## config.mk

```make
export PLATFORM = sky130hd
export DESIGN_NAME = bitmap_block_allocator
export DESIGN_NICKNAME = d
export VERILOG_FILES = /design/src/sv/bba_pkg.sv /design/src/sv/bitmap_block_allocator.sv /design/src/sv/bba_ram.sv
export SDC_FILE = /design/constraint.sdc
export NUM_CORES = 2
export LEC_CHECK = 0
export ABC_AREA = 1
export BUFFER_PORTS_ARGS = -buffer_cell sky130_fd_sc_hd__buf_2
export CORE_ASPECT_RATIO = 0.75
export CORE_MARGIN = 3
export CORE_UTILIZATION = 46
export DETAILED_ROUTE_END_ITERATION = 16
export GPL_TIMING_DRIVEN = 1
export PLACE_DENSITY = 0.62
export SLEW_MARGIN = 20
export SYNTH_ARGS = -nofsm -noshare
export SYNTH_HDL_FRONTEND = slang
export SYNTH_SLANG_ARGS = --single-unit
```

## constraint.sdc

```tcl
create_clock -name clock -period 5.39 [get_ports clock]
set_input_delay 0.8085 -clock clock [delete_from_list [all_inputs] [get_ports clock]]
set_output_delay 0.8085 -clock clock [all_outputs]
set_load 0.05 [all_outputs]
```

## src/sv/bba_pkg.sv

```systemverilog
`default_nettype none

package bba_pkg;

   localparam int WORD_W = 32;
   localparam int BIT_W  = 5;

   localparam logic MODE_ALLOC  = 1'b0;
   localparam logic MODE_RETURN = 1'b1;

   localparam logic [1:0] ST_GRANTED  = 2'd0;
   localparam logic [1:0] ST_NONE     = 2'd1;
   localparam logic [1:0] ST_RETURNED = 2'd2;

   typedef struct packed {
      logic       mode;
      logic [9:0] block_number;
   } req_type;

   typedef struct packed {
      logic [1:0] status;
      logic [9:0] granted_block;
   } rsp_type;

   function automatic logic [BIT_W-1:0] lowest_bit(input logic [WORD_W-1:0] bits);
      logic [BIT_W-1:0] pos;
      pos = '0;
      for (int i = WORD_W - 1; i >= 0; i--) begin
         if (bits[i]) begin
            pos = BIT_W'(i);
         end
      end
      return pos;
   endfunction

endpackage

`default_nettype wire

```

## src/sv/bitmap_block_allocator.sv

```systemverilog
`default_nettype none

// Channel   Direction  Handshake             Word
// req       in         req_valid/req_stall   req_data (mode, block_number)
// rsp       out        rsp_valid/rsp_stall   rsp_data (status, granted_block)
//
// A return passes S_RET_RD, S_RET_WR, S_DONE to the result register, an allocation S_GNT_RD,
// S_GNT_WR, S_DONE plus S_SCAN_RD, S_SCAN_CHK per further 32-bit bitmap word scanned for
// the next free block; an out-of-range return or an allocation with no block left goes
// straight to S_DONE. A merge reads, then writes, each bitmap word in turn; the single
// read port sets this. After reset a pass frees all blocks and clears the returned map.
// A finished result waits in the output register while the next word is accepted.
module bitmap_block_allocator #(
   parameter int BLOCK_COUNT = 1024
) (
   input  wire logic              clock,
   input  wire logic              reset,
   input  wire logic              req_valid,
   output logic                   req_stall,
   input  wire bba_pkg::req_type  req_data,
   output logic                   rsp_valid,
   input  wire logic              rsp_stall,
   output bba_pkg::rsp_type       rsp_data
);

   import bba_pkg::*;

   localparam int NUM_WORDS = (BLOCK_COUNT + WORD_W - 1) / WORD_W;
   localparam int WIDX_W    = NUM_WORDS > 1 ? $clog2(NUM_WORDS) : 1;
   localparam int PTR_W     = $clog2(BLOCK_COUNT + 1);
   localparam int LAST_BITS = BLOCK_COUNT - (NUM_WORDS - 1) * WORD_W;

   localparam logic [WIDX_W-1:0] LAST_WORD = WIDX_W'(NUM_WORDS - 1);
   localparam logic [PTR_W-1:0]  PTR_END   = PTR_W'(BLOCK_COUNT);
   localparam logic [WORD_W-1:0] LAST_MASK = {WORD_W{1'b1}} >> (WORD_W - LAST_BITS);

   localparam logic [3:0] S_INIT     = 4'd0;
   localparam logic [3:0] S_IDLE     = 4'd1;
   localparam logic [3:0] S_RET_RD   = 4'd2;
   localparam logic [3:0] S_RET_WR   = 4'd3;
   localparam logic [3:0] S_MERGE_RD = 4'd4;
   localparam logic [3:0] S_MERGE_WR = 4'd5;
   localparam logic [3:0] S_GNT_RD   = 4'd6;
   localparam logic [3:0] S_GNT_WR   = 4'd7;
   localparam logic [3:0] S_SCAN_RD  = 4'd8;
   localparam logic [3:0] S_SCAN_CHK = 4'd9;
   localparam logic [3:0] S_DONE     = 4'd10;

   logic [3:0]        state_ff, state_in;
   logic [PTR_W-1:0]  ptr_ff, ptr_in;
   logic [WIDX_W-1:0] word_ff, word_in;
   logic              found_ff, found_in;
   logic              ret_any_ff, ret_any_in;
   logic              rsp_valid_ff, rsp_valid_in;
   req_type           req_ff, req_in;
   logic [1:0]        status_ff, status_in;
   logic [9:0]        grant_ff, grant_in;
   rsp_type           rsp_ff, rsp_in;

   logic              avail_we, ret_we;
   logic [WIDX_W-1:0] wr_addr, rd_addr;
   logic [WORD_W-1:0] avail_wdata, ret_wdata, avail_rdata, ret_rdata;

   logic              req_take, out_free, ret_in_range;
   logic [WIDX_W-1:0] ptr_word, ret_word;
   logic [BIT_W-1:0]  ptr_bit;
   logic [WORD_W-1:0] merged, cleared, above;

   bba_ram #(.WIDTH(WORD_W), .DEPTH(NUM_WORDS)) u_avail_ram (
      .clock   (clock),
      .wr_en   (avail_we),
      .wr_addr (wr_addr),
      .wr_data (avail_wdata),
      .rd_addr (rd_addr),
      .rd_data (avail_rdata)
   );

   bba_ram #(.WIDTH(WORD_W), .DEPTH(NUM_WORDS)) u_ret_ram (
      .clock   (clock),
      .wr_en   (ret_we),
      .wr_addr (wr_addr),
      .wr_data (ret_wdata),
      .rd_addr (rd_addr),
      .rd_data (ret_rdata)
   );

   assign req_stall = state_ff != S_IDLE;
   assign req_take  = req_valid && !req_stall;
   assign out_free  = !rsp_valid_ff || !rsp_stall;
   assign rsp_valid = rsp_valid_ff;
   assign rsp_data  = rsp_ff;

   assign ptr_word     = WIDX_W'(ptr_ff >> BIT_W);
   assign ptr_bit      = BIT_W'(ptr_ff);
   assign ret_word     = WIDX_W'(req_ff.block_number >> BIT_W);
   assign ret_in_range = 32'(req_data.block_number) < 32'(BLOCK_COUNT);
   assign merged       = avail_rdata | ret_rdata;
   assign cleared      = avail_rdata & ~(WORD_W'(1) << ptr_bit);
   assign above        = cleared & (({WORD_W{1'b1}} << ptr_bit) << 1);

   always_comb begin
      state_in     = state_ff;
      ptr_in       = ptr_ff;
      word_in      = word_ff;
      found_in     = found_ff;
      ret_any_in   = ret_any_ff;
      req_in       = req_ff;
      status_in    = status_ff;
      grant_in     = grant_ff;
      rsp_in       = rsp_ff;
      rsp_valid_in = rsp_valid_ff && rsp_stall;
      avail_we     = 1'b0;
      ret_we       = 1'b0;
      wr_addr      = word_ff;
      rd_addr      = word_ff;
      avail_wdata  = merged;
      ret_wdata    = '0;

      case (state_ff)
         S_INIT: begin
            avail_we    = 1'b1;
            ret_we      = 1'b1;
            avail_wdata = (word_ff == LAST_WORD) ? LAST_MASK : {WORD_W{1'b1}};
            if (word_ff == LAST_WORD) begin
               state_in = S_IDLE;
            end else begin
               word_in = word_ff + WIDX_W'(1);
            end
         end
         S_IDLE: begin
            if (req_take) begin
               req_in = req_data;
               if (req_data.mode == MODE_RETURN) begin
                  status_in = ST_RETURNED;
                  grant_in  = '0;
                  state_in  = ret_in_range ? S_RET_RD : S_DONE;
               end else if (ptr_ff < PTR_END) begin
                  state_in = S_GNT_RD;
               end else if (ret_any_ff) begin
                  word_in  = '0;
                  found_in = 1'b0;
                  state_in = S_MERGE_RD;
               end else begin
                  status_in = ST_NONE;
                  grant_in  = '0;
                  state_in  = S_DONE;
               end
            end
         end
         S_RET_RD: begin
            rd_addr  = ret_word;
            state_in = S_RET_WR;
         end
         S_RET_WR: begin
            wr_addr    = ret_word;
            ret_we     = 1'b1;
            ret_wdata  = ret_rdata | (WORD_W'(1) << req_ff.block_number[BIT_W-1:0]);
            ret_any_in = 1'b1;
            state_in   = S_DONE;
         end
         S_MERGE_RD: begin
            state_in = S_MERGE_WR;
         end
         S_MERGE_WR: begin
            avail_we = 1'b1;
            ret_we   = 1'b1;
            if (!found_ff && merged != '0) begin
               found_in = 1'b1;
               ptr_in   = PTR_W'({word_ff, lowest_bit(merged)});
            end
            if (word_ff == LAST_WORD) begin
               ret_any_in = 1'b0;
               if (found_ff || merged != '0) begin
                  state_in = S_GNT_RD;
               end else begin
                  ptr_in    = PTR_END;
                  status_in = ST_NONE;
                  grant_in  = '0;
                  state_in  = S_DONE;
               end
            end else begin
               word_in  = word_ff + WIDX_W'(1);
               state_in = S_MERGE_RD;
            end
         end
         S_GNT_RD: begin
            rd_addr  = ptr_word;
            state_in = S_GNT_WR;
         end
         S_GNT_WR: begin
            wr_addr     = ptr_word;
            avail_we    = 1'b1;
            avail_wdata = cleared;
            status_in   = ST_GRANTED;
            grant_in    = 10'(ptr_ff);
            if (above != '0) begin
               ptr_in   = PTR_W'({ptr_word, lowest_bit(above)});
               state_in = S_DONE;
            end else if (ptr_word == LAST_WORD) begin
               ptr_in   = PTR_END;
               state_in = S_DONE;
            end else begin
               word_in  = ptr_word + WIDX_W'(1);
               state_in = S_SCAN_RD;
            end
         end
         S_SCAN_RD: begin
            state_in = S_SCAN_CHK;
         end
         S_SCAN_CHK: begin
            if (avail_rdata != '0) begin
               ptr_in   = PTR_W'({word_ff, lowest_bit(avail_rdata)});
               state_in = S_DONE;
            end else if (word_ff == LAST_WORD) begin
               ptr_in   = PTR_END;
               state_in = S_DONE;
            end else begin
               word_in  = word_ff + WIDX_W'(1);
               state_in = S_SCAN_RD;
            end
         end
         S_DONE: begin
            if (out_free) begin
               rsp_in.status        = status_ff;
               rsp_in.granted_block = grant_ff;
               rsp_valid_in         = 1'b1;
               state_in             = S_IDLE;
            end
         end
         default: begin
            state_in = S_IDLE;
         end
      endcase
   end

   always_ff @(posedge clock) begin
      if (reset) begin
         state_ff     <= S_INIT;
         ptr_ff       <= '0;
         word_ff      <= '0;
         found_ff     <= 1'b0;
         ret_any_ff   <= 1'b0;
         rsp_valid_ff <= 1'b0;
      end else begin
         state_ff     <= state_in;
         ptr_ff       <= ptr_in;
         word_ff      <= word_in;
         found_ff     <= found_in;
         ret_any_ff   <= ret_any_in;
         rsp_valid_ff <= rsp_valid_in;
      end
   end

   always_ff @(posedge clock) begin
      req_ff    <= req_in;
      status_ff <= status_in;
      grant_ff  <= grant_in;
      rsp_ff    <= rsp_in;
   end

endmodule

`default_nettype wire

```

## src/sv/bba_ram.sv

```systemverilog
`default_nettype none

module bba_ram #(
   parameter int WIDTH = 32,
   parameter int DEPTH = 32
) (
   input  wire logic                                  clock,
   input  wire logic                                  wr_en,
   input  wire logic [(DEPTH > 1 ? $clog2(DEPTH) : 1)-1:0] wr_addr,
   input  wire logic [WIDTH-1:0]                      wr_data,
   input  wire logic [(DEPTH > 1 ? $clog2(DEPTH) : 1)-1:0] rd_addr,
   output logic      [WIDTH-1:0]                      rd_data
);

   logic [WIDTH-1:0] mem [DEPTH];

   always_ff @(posedge clock) begin
      if (wr_en) begin
         mem[wr_addr] <= wr_data;
      end
      rd_data <= mem[rd_addr];
   end

endmodule

`default_nettype wire
```

==> impl_results.rst <==
.. list-table::
   :header-rows: 1

   * - Metric
     - Value
   * - CTS tree
     - done
   * - Die X
     - 507.8 um
   * - Max_slew headroom
     - 0.2518
   * - Number of buffers inserted by port buffering
     - 28
   * - Total number of placement rows
     - 137
   * - Summed area of non-filler cells in the final layout
     - 0.09744 sq mm
   * - Leading cell type in the layout, fill and taps excluded
     - sky130_fd_sc_hd__edfxtp_1
   * - Final core utilization
     - 0.5215
   * - Via count of the first global-routing pass
     - 52650
   * - Cell Area, Placed
     - 0.09094 sq mm
   * - Effective utilization at floorplan
     - 0.4650
   * - Final GP Congestion
     - 1.018
   * - Total power density per cell area
     - 360.4 mW/mm^2
   * - Hold/Removal Path Class
     - in -> reg
   * - Layout cells sized above 1
     - 0.1021
   * - Hold bufs inserted after CTS
     - 0
   * - Final clock skew
     - 0.03837 ns
   * - Min-Delay Endpoint
     - req_ff[6]$_DFFE_PP_
   * - Flop-to-flop setup slack
     - 1.12 ns
   * - Vias/cell
     - 6.094
   * - Total congestion overflow
     - 0
   * - Crit end category
     - register
   * - Critical path launch point type
     - register
   * - CTS Buf Count
     - 202
   * - R2R cell count
     - 13
   * - Area overhead of the layout relative to synthesis
     - 12.14%
   * - Final hold slack
     - 0.1729 ns
   * - First-pass GRT wire length
     - 366.8 mm
   * - Total of cells resized after clock tree synthesis
     - 0
   * - Die height
     - 382.4 um
   * - Total die area
     - 0.1942 sq mm
   * - Shortest period the worst path allows
     - 4.271 ns
   * - Source of the worst hold timing path
     - req_data[6]
   * - R2R Path Start
     - state_ff[1]$_SDFFE_PP0P_
   * - Wire length after detailed routing
     - 254.1 mm
   * - Critical Path Max Stage Delay
     - 0.74 ns
   * - GRT Overall Usage
     - 0.2554
   * - Number of nets still failing antenna checks after routing
     - 0
   * - Most frequent cells in the layout
     - sky130_fd_sc_hd__edfxtp_1, sky130_fd_sc_hd__nor2_1, sky130_fd_sc_hd__o21ai_0, sky130_fd_sc_hd__o32ai_1, sky130_fd_sc_hd__nand2_1
   * - Crit path max fanout
     - 107
   * - Avg WL per Cell
     - 27.00 um
   * - Number of flops mapped to enable cells by yosys
     - 2082
   * - Number of antenna violations at the first check in global routing
     - 7
   * - Final setup slack of the worst path
     - 1.119 ns
   * - Final cycle utilization of the critical path
     - 0.7924
   * - Number of failing hold endpoints at the final stage
     - 0
   * - Signal arrival time at the worst endpoint
     - 4.91 ns
   * - Area inside the core boundary
     - 0.1868 sq mm
   * - Clock edge transition at the registers on the reported setup and hold paths
     - 0.07 ns
   * - Worst endpoint required time
     - 6.03 ns
   * - Cell repeated most along the worst path
     - sky130_fd_sc_hd__nor2_1
   * - Synthesized instance count
     - 6772
   * - Max-capacitance violation count
     - 0
   * - Post-Place Worst Slack
     - 1.227 ns
   * - Root Buffer
     - sky130_fd_sc_hd__clkbuf_16
   * - Cell with the biggest individual delay on the critical path
     - sky130_fd_sc_hd__inv_8
   * - Async SR Flop Fraction
     - 0
   * - Violation count after the first detailed-route iteration
     - 8630
   * - Number of distinct standard cells referenced by the synthesized netlist
     - 55
   * - Warnings, synthesis
     - 0
   * - Sequential-to-total area share from yosys stat
     - 0.7396
   * - Depth of the worst hold-timing path
     - 1
   * - Clk sink count
     - 2169
   * - Pin count of the biggest net entering global routing
     - 174
   * - Crit Reg-Reg Endpoint
     - u_avail_ram.rd_data[6]$_DFF_P_
   * - RSZ-0062 raised after global routing
     - false
   * - Outcome
     - completed
   * - Post-Syn Area per Cell
     - 12.83 sq um
   * - Kind of critical path
     - reg -> reg
   * - Power consumption
     - 35.12 mW
   * - Maximum clock rate
     - 234.1 MHz
   * - Clock insertion delay at the later pin of the skew report
     - 0.85 ns
   * - Number of DRC violations after detailed routing
     - 0
   * - Non-filler instance count after layout
     - 9412
   * - Nets
     - 6749
   * - Deepest clock path buffer count
     - 3
   * - Worst vdd ir
     - 0.3175 mV
   * - Final sum of negative setup slack
     - 0 ns
   * - Top_reg_cell synth
     - sky130_fd_sc_hd__edfxtp_1
   * - Synth Net Count
     - 6788
   * - Fin. max-slew vios
     - 0
   * - Worst-path cell chain
     - inv_2, nor2_1, inv_1, o21ai_0, nand2_4, inv_8, buf_12, nor2_1, o311ai_0, o211ai_1, o21ai_0, nor2_1, a31oi_1
   * - Inst Count DP
     - 9031
   * - Number of detailed-routing iterations run before antenna repair
     - 6
   * - Total leakage power
     - 30.45 nW
   * - Final setup vio count
     - 0
   * - Number of ports placed on the die boundary
     - 29
   * - Number of setup buffers added after CTS
     - 0
   * - Register bit count reported by yosys
     - 2169
   * - Level count of the clock H-tree
     - 4
   * - Transition time at the pin with the least slew margin
     - 1.122 ns
   * - Cell area after synthesis
     - 0.08689 sq mm
   * - Via count
     - 57360
   * - Post-DP HPWL
     - 138.4 mm
-- power breakdown --
part | switching (mW) | internal [mW]
clock | 6.27 | 7.66
combinational | 1.74 | 0.775
sequential | 0.262 | 18.4
-- area by class of cell --
class	instances	area [sq um]
fillers	15730	89410
flip-flops and latches	2169	64260
multi-input cells	3983	21060
clock buffers	296	5589
well taps	2502	3131
repair buffers	225	1973
clock inverters	83	828.3
inverters	152	590.6
diodes	2	5.005
-- synthesized netlist by cell type (2+ instances only) --
library cell / number / area [sq um]
sky130_fd_sc_hd__mux2_2: 55 / 619.3
sky130_fd_sc_hd__a21oi_1: 117 / 585.6
sky130_fd_sc_hd__o32ai_1: 447 / 3915
sky130_fd_sc_hd__nand3_1: 23 / 115.1
sky130_fd_sc_hd__nor3_1: 46 / 230.2
sky130_fd_sc_hd__nand2_2: 5 / 31.28
sky130_fd_sc_hd__dfxtp_1: 87 / 1742
sky130_fd_sc_hd__a22oi_1: 57 / 427.9
sky130_fd_sc_hd__o221ai_1: 11 / 96.34
sky130_fd_sc_hd__nand2_1: 271 / 1017
sky130_fd_sc_hd__o21bai_1: 25 / 187.7
sky130_fd_sc_hd__o21ai_1: 3 / 15.01
sky130_fd_sc_hd__o41ai_1: 3 / 26.28
sky130_fd_sc_hd__buf_1: 40 / 150.1
sky130_fd_sc_hd__o31ai_1: 6 / 45.04
sky130_fd_sc_hd__clkbuf_1: 387 / 1453
sky130_fd_sc_hd__nand4_1: 36 / 225.2
sky130_fd_sc_hd__a311oi_1: 2 / 17.52
sky130_fd_sc_hd__o311ai_0: 18 / 157.7
sky130_fd_sc_hd__inv_1: 136 / 510.5
sky130_fd_sc_hd__a211oi_1: 4 / 30.03
sky130_fd_sc_hd__nand3_2: 2 / 20.02
sky130_fd_sc_hd__buf_4: 4 / 30.03
sky130_fd_sc_hd__o22ai_1: 122 / 763.2
sky130_fd_sc_hd__o21ai_2: 2 / 17.52
sky130_fd_sc_hd__edfxtp_1: 2082 / 62520
sky130_fd_sc_hd__o211ai_1: 32 / 240.2
sky130_fd_sc_hd__nor2_2: 5 / 31.28
sky130_fd_sc_hd__nor2_1: 1841 / 6910
sky130_fd_sc_hd__inv_2: 14 / 52.55
sky130_fd_sc_hd__o21ai_0: 785 / 3929
sky130_fd_sc_hd__nor2_4: 3 / 33.78
sky130_fd_sc_hd__nor4_1: 2 / 12.51
sky130_fd_sc_hd__a21o_1: 2 / 15.01
sky130_fd_sc_hd__a31oi_1: 19 / 118.9
sky130_fd_sc_hd__clkinv_1: 2 / 7.510
sky130_fd_sc_hd__buf_2: 35 / 175.2
sky130_fd_sc_hd__buf_6: 2 / 22.52
sky130_fd_sc_hd__mux2i_1: 23 / 230.2
-- how the worst max path moves through the flow --
stage	from	end	cells past startpoint
after detailed placement	state_ff[1]$_SDFFE_PP0P_	u_avail_ram.rd_data[6]$_DFF_P_	13
after global routing	state_ff[1]$_SDFFE_PP0P_	u_avail_ram.rd_data[6]$_DFF_P_	13
final	state_ff[1]$_SDFFE_PP0P_	u_avail_ram.rd_data[6]$_DFF_P_	13
after global placement	state_ff[1]$_SDFFE_PP0P_	u_avail_ram.rd_data[6]$_DFF_P_	13
after floorplan	state_ff[0]$_SDFFE_PP0P_	u_avail_ram.mem[13][0]$_DFFE_PP_	10
after CTS	state_ff[1]$_SDFFE_PP0P_	u_avail_ram.rd_data[6]$_DFF_P_	13
-- per-layer routing --
metal | part of all wire | GRT usage | wire, um
met4 | 0.025 | 0.06226 | 6269
met1 | 0.45 | 0.4066 | 114400
met3 | 0.11 | 0.05165 | 26850
met5 | 0 | 0 | 0
met2 | 0.42 | 0.3567 | 106500
-- registers in the layout, summed over array words and instances, names as in the netlist, named ones only --
name                 cells
ptr_ff                  10
u_ret_ram.rd_data       32
status_ff                2
word_ff                  5
found_ff                 1
u_avail_ram.mem       1024
rsp_valid                1
ret_any_ff               1
state_ff                 4
u_ret_ram.mem         1024
u_avail_ram.rd_data     32
req_ff                  10
grant_ff                10
rsp_data                12
-- cells by family (layout without fill, tap and decap cells) --
logic type,after synthesis,count (layout),synth area share
buffers and inverters,620,756,0.02763
adder cells (fa/ha/maj),1,1,0.0001440
flip-flops,2169,2169,0.7396
AO/OA/AOI/OAI,1665,1665,0.1230
other,0,2,0
AND/OR/NAND/NOR,2239,2239,0.09988
multiplexers,78,78,0.009778
-- critical path, delay by kind of cell, from the launching register on --
family                 cells  cell delay [ns]
AO/OA/AOI/OAI              5             1.72
buffers and inverters      4             1.17
AND/OR/NAND/NOR            4             0.58
flip-flops                 1             0.38
No activity file was read; power rests on OpenSTA's default activity.
